### src/sv/ehr_pkg.sv
package ehr_pkg;

  localparam int DEPTH_DEF = 256;

  typedef enum logic [2:0] {
    FN_APPEND  = 3'd0,
    FN_CLEAR   = 3'd1,
    FN_PEEK    = 3'd2,
    FN_DEL_MAT = 3'd3,
    FN_DEL_AGE = 3'd4
  } func_e;

  typedef enum logic [2:0] {
    ST_IDLE,
    ST_RD,
    ST_CK,
    ST_SH_RD,
    ST_SH_WR,
    ST_FIN
  } state_e;

  typedef struct packed {
    logic [31:0] stamp;
    logic [7:0]  target;
    logic [7:0]  origin;
    logic [7:0]  kind;
    logic [15:0] amount;
  } rec_t;

endpackage

### src/sv/ehr_slot.sv
module ehr_slot #(
  parameter int DEPTH = ehr_pkg::DEPTH_DEF
) (
  input  logic [$clog2(DEPTH)-1:0]   wp_i,
  input  logic [$clog2(DEPTH+1)-1:0] age_i,
  output logic [$clog2(DEPTH)-1:0]   slot_o
);
  import ehr_pkg::*;

  localparam int PW = $clog2(DEPTH);
  localparam int CW = $clog2(DEPTH + 1);

  logic [CW:0] sum;

  // slot = (wp + DEPTH - 1 - age) mod DEPTH, with one conditional subtract
  always_comb begin
    sum = (CW+1)'(wp_i) + (CW+1)'(DEPTH - 1) - (CW+1)'(age_i);
    if (sum >= (CW+1)'(DEPTH)) begin
      sum = sum - (CW+1)'(DEPTH);
    end
    slot_o = sum[PW-1:0];
  end

endmodule

### config.mk
export PLATFORM = sky130hd
export DESIGN_NAME = ehr_slot
export DESIGN_NICKNAME = d
export VERILOG_FILES = /design/src/sv/ehr_pkg.sv /design/src/sv/ehr_slot.sv
export SDC_FILE = /design/constraint.sdc
export NUM_CORES = 1
export LEC_CHECK = 0
export BUFFER_PORTS_ARGS = -buffer_cell sky130_fd_sc_hd__buf_2
export CAP_MARGIN = 20
export CORE_AREA = 2 2 39 41
export DETAILED_ROUTE_END_ITERATION = 8
export DIE_AREA = 0 0 41 43
export GPL_TIMING_DRIVEN = 0
export SLEW_MARGIN = 20
export SYNTH_ARGS = -nofsm -noshare
export SYNTH_HDL_FRONTEND = slang
export SYNTH_SLANG_ARGS = --single-unit
### constraint.sdc
create_clock -name vclk -period 1.4
set_input_delay 0.14 -clock vclk [all_inputs]
set_output_delay 0.14 -clock vclk [all_outputs]
set_load 0.01 [all_outputs]
==> impl_metrics.csv <==
group,metric,value,unit
job,maxCapViolations,0,
timing,slew_violations,0,
cells_and_area,fin_cells,88,
worst_setup_path,criticalPathCategory,"in2out",
pwr,p_switching,127.6,uW
floorplanning,start_util,24.77,%
cells_and_area,area_growth,66.79,%
place,dp_hpwl,649.5,um
cells_and_area,seq_area,0,um2
worst_setup_path,crit_path_end_kind,"output pin",
cells_and_area,final_common_cell,"buf_2",
routing,drt_drc_violations_left,0,
floorplanning,coreArea,1384,um2
timing,fin_ws,-0.2810,ns
timing,max_slew_margin,81.65,%
grt,grt_pass1_vias,364,
timing,final.setup.tns,-0.6010,ns
pwr,power_frac_seq,0,%
pwr,leakage,0.2901,nW
floorplanning,die_area,1763,um2
pwr,p_sw_share,49.03,%
pwr,clkPwrFrac,0,%
place,finalWeightedCongestion,0.6429,
timing,setup_viol,5,
routing,first_iter_violations,1,
outcome,failed_checks,"setup timing",
cells_and_area,final_net_count,99,
synthesis,syn_area_per_cell,7.618,um2
timing,period_share,120.1,%
synthesis,synth.distinct_cells,20,
place,port_buffers,24,
pwr,vdd_ir_drop_max,0.1692,mV
grt,overflow,0,
worst_setup_path,path_max_fanout,2,
grt,antenna_found_initial,0,
worst_setup_path,start_kind,"input port",
routing,vias,423,
cells_and_area,seq_cells,0,
timing,finalCriticalPeriod,1.681,ns
synthesis,synth_warnings,0,
worst_setup_path,cp_data_required_time,1.26,ns
pwr,comb_power_share,100.0,%
grt,grt_pass1_wl,1352,um
cells_and_area,stdcell_area,571.8,um2
outcome,status,"complete, but fails checks",
place,dp_cells,85,
synthesis,synth-seq-area-share,0,%
timing,max_freq,594.9,MHz
routing,detail_route.wl_per_cell,9.818,um
place,placed_area,489.2,um2
timing,worst_pin_slew,0.2741,ns
cells_and_area,final_cell_mix,"buf_2 (22), inv_1 (8), ha_1 (5), buf_6 (4)",
routing,ant_nets,0,
floorplanning,die_w,41,um
cells_and_area,clkbuf_count,0,
timing,rsz0062_at_grt,"yes",
synthesis,syn_area,342.8,um2
worst_setup_path,arrival,1.54,ns
synthesis,syn_inst,45,
hold_path,hold_path_class,"in2out",
synthesis,synth_fp_nets,70,
routing,first_pass_iters,4,
timing,finalHoldViolations,0,
routing,finalWirelength,864,um
grt,grt_usage,10.40,%
cells_and_area,drive_above_1_share,52.78,%
clocking,ctsHoldBuffers,0,
pwr,power.density,455.0,nW/um2
floorplanning,rows,14,
floorplanning,ios,25,
floorplanning,fp.dieH,43,um
place,place_ws,-0.3919,ns
pwr,p_int,132.6,uW
routing,routed_via_density,4.807,
grt,grt_max_degree,7,
cells_and_area,antenna_cells,0,
-- metrics by stage --
step | power, mW | util, % | hold slack, ns
floorplan | 0.1508 | - | 0.4307
global placement | 0.2225 | 35.35 | 0.5815
detailed placement | 0.2256 | 35.35 | 0.5875
CTS | 0.2459 | 39.51 | 0.5758
global route | 0.2886 | 41.32 | 0.5868
finish | 0.2602 | 41.32 | 0.5737
-- cells by family (layout without fill, tap and decap cells) --
kind of cell | count (synthesis) | count (layout) | synth area share, %
buffers and inverters | 9 | 36 | 9.853
AOI/OAI and AO/OA | 17 | 17 | 35.04
and+or+nand+nor | 6 | 6 | 10.95
adders and majority gates | 8 | 8 | 31.39
xor gates and xnor gates | 5 | 5 | 12.78
-- repair_timing --
action,in CTS,in global routing
pin swaps,3,0
buffers inserted,3,0
endpoints found under the setup margin,4,6
gates resized for setup,8,5
-- critical path: stages --
cell and delay (ns):
buf_6 0.08, inv_4 0.03, ha_4 0.15, fa_2 0.35, a211oi_2 0.22, nor3_1 0.08, or3b_1 0.34, buf_2 0.14
-- power by group through the flow --
stage	clock network (mW)	registers [mW]	logic, mW
final	0	0	0.260
after global routing	0	0	0.289
after CTS	0	0	0.246
after detailed placement	0	0	0.226
after global placement	0	0	0.223
after floorplan	0	0	0.151
-- cell usage after synthesis (all sizes together) --
cell type  instances  area [um2]
ha                 7       87.58
o21ai              2       10.01
xor2               3       26.28
a2bb2oi            1       8.760
fa                 1       20.02
nor3               2       10.01
xnor2              2       17.52
a211oi             2       20.02
inv                9       33.78
or3b               2       17.52
nand2b             1       6.260
o211ai             3       22.52
o2111ai            1       8.760
nand2              1       3.750
a21o               2       16.27
a21oi              5       25.02
o221ai             1       8.760
-- area by class of cell --
cell class,instances,area [um2]
Tap cell,16,20.02
Timing Repair Buffer,27,162.7
Inverter,9,36.28
Fill cell,141,812.0
Multi-Input combinational cell,36,352.8
-- worst paths after layout --
| check | start | end | slack [ns] | depth (start not counted) |
|---|---|---|---|---|
| setup / recovery | age_i[0] | slot_o[6] | -0.28 | 8 |
| hold / removal | wp_i[0] | slot_o[0] | 0.57 | 3 |
-- layer usage --
metal  track usage (%)  share of wire, %  vias up
met4                 0                 0        0
met3                 0               6.7        0
met2             19.38                52       13
li1                  -                 -      220
met5                 0                 0        -
met1             13.33                41      190
Note: power is estimated with default switching activity, not from simulation.
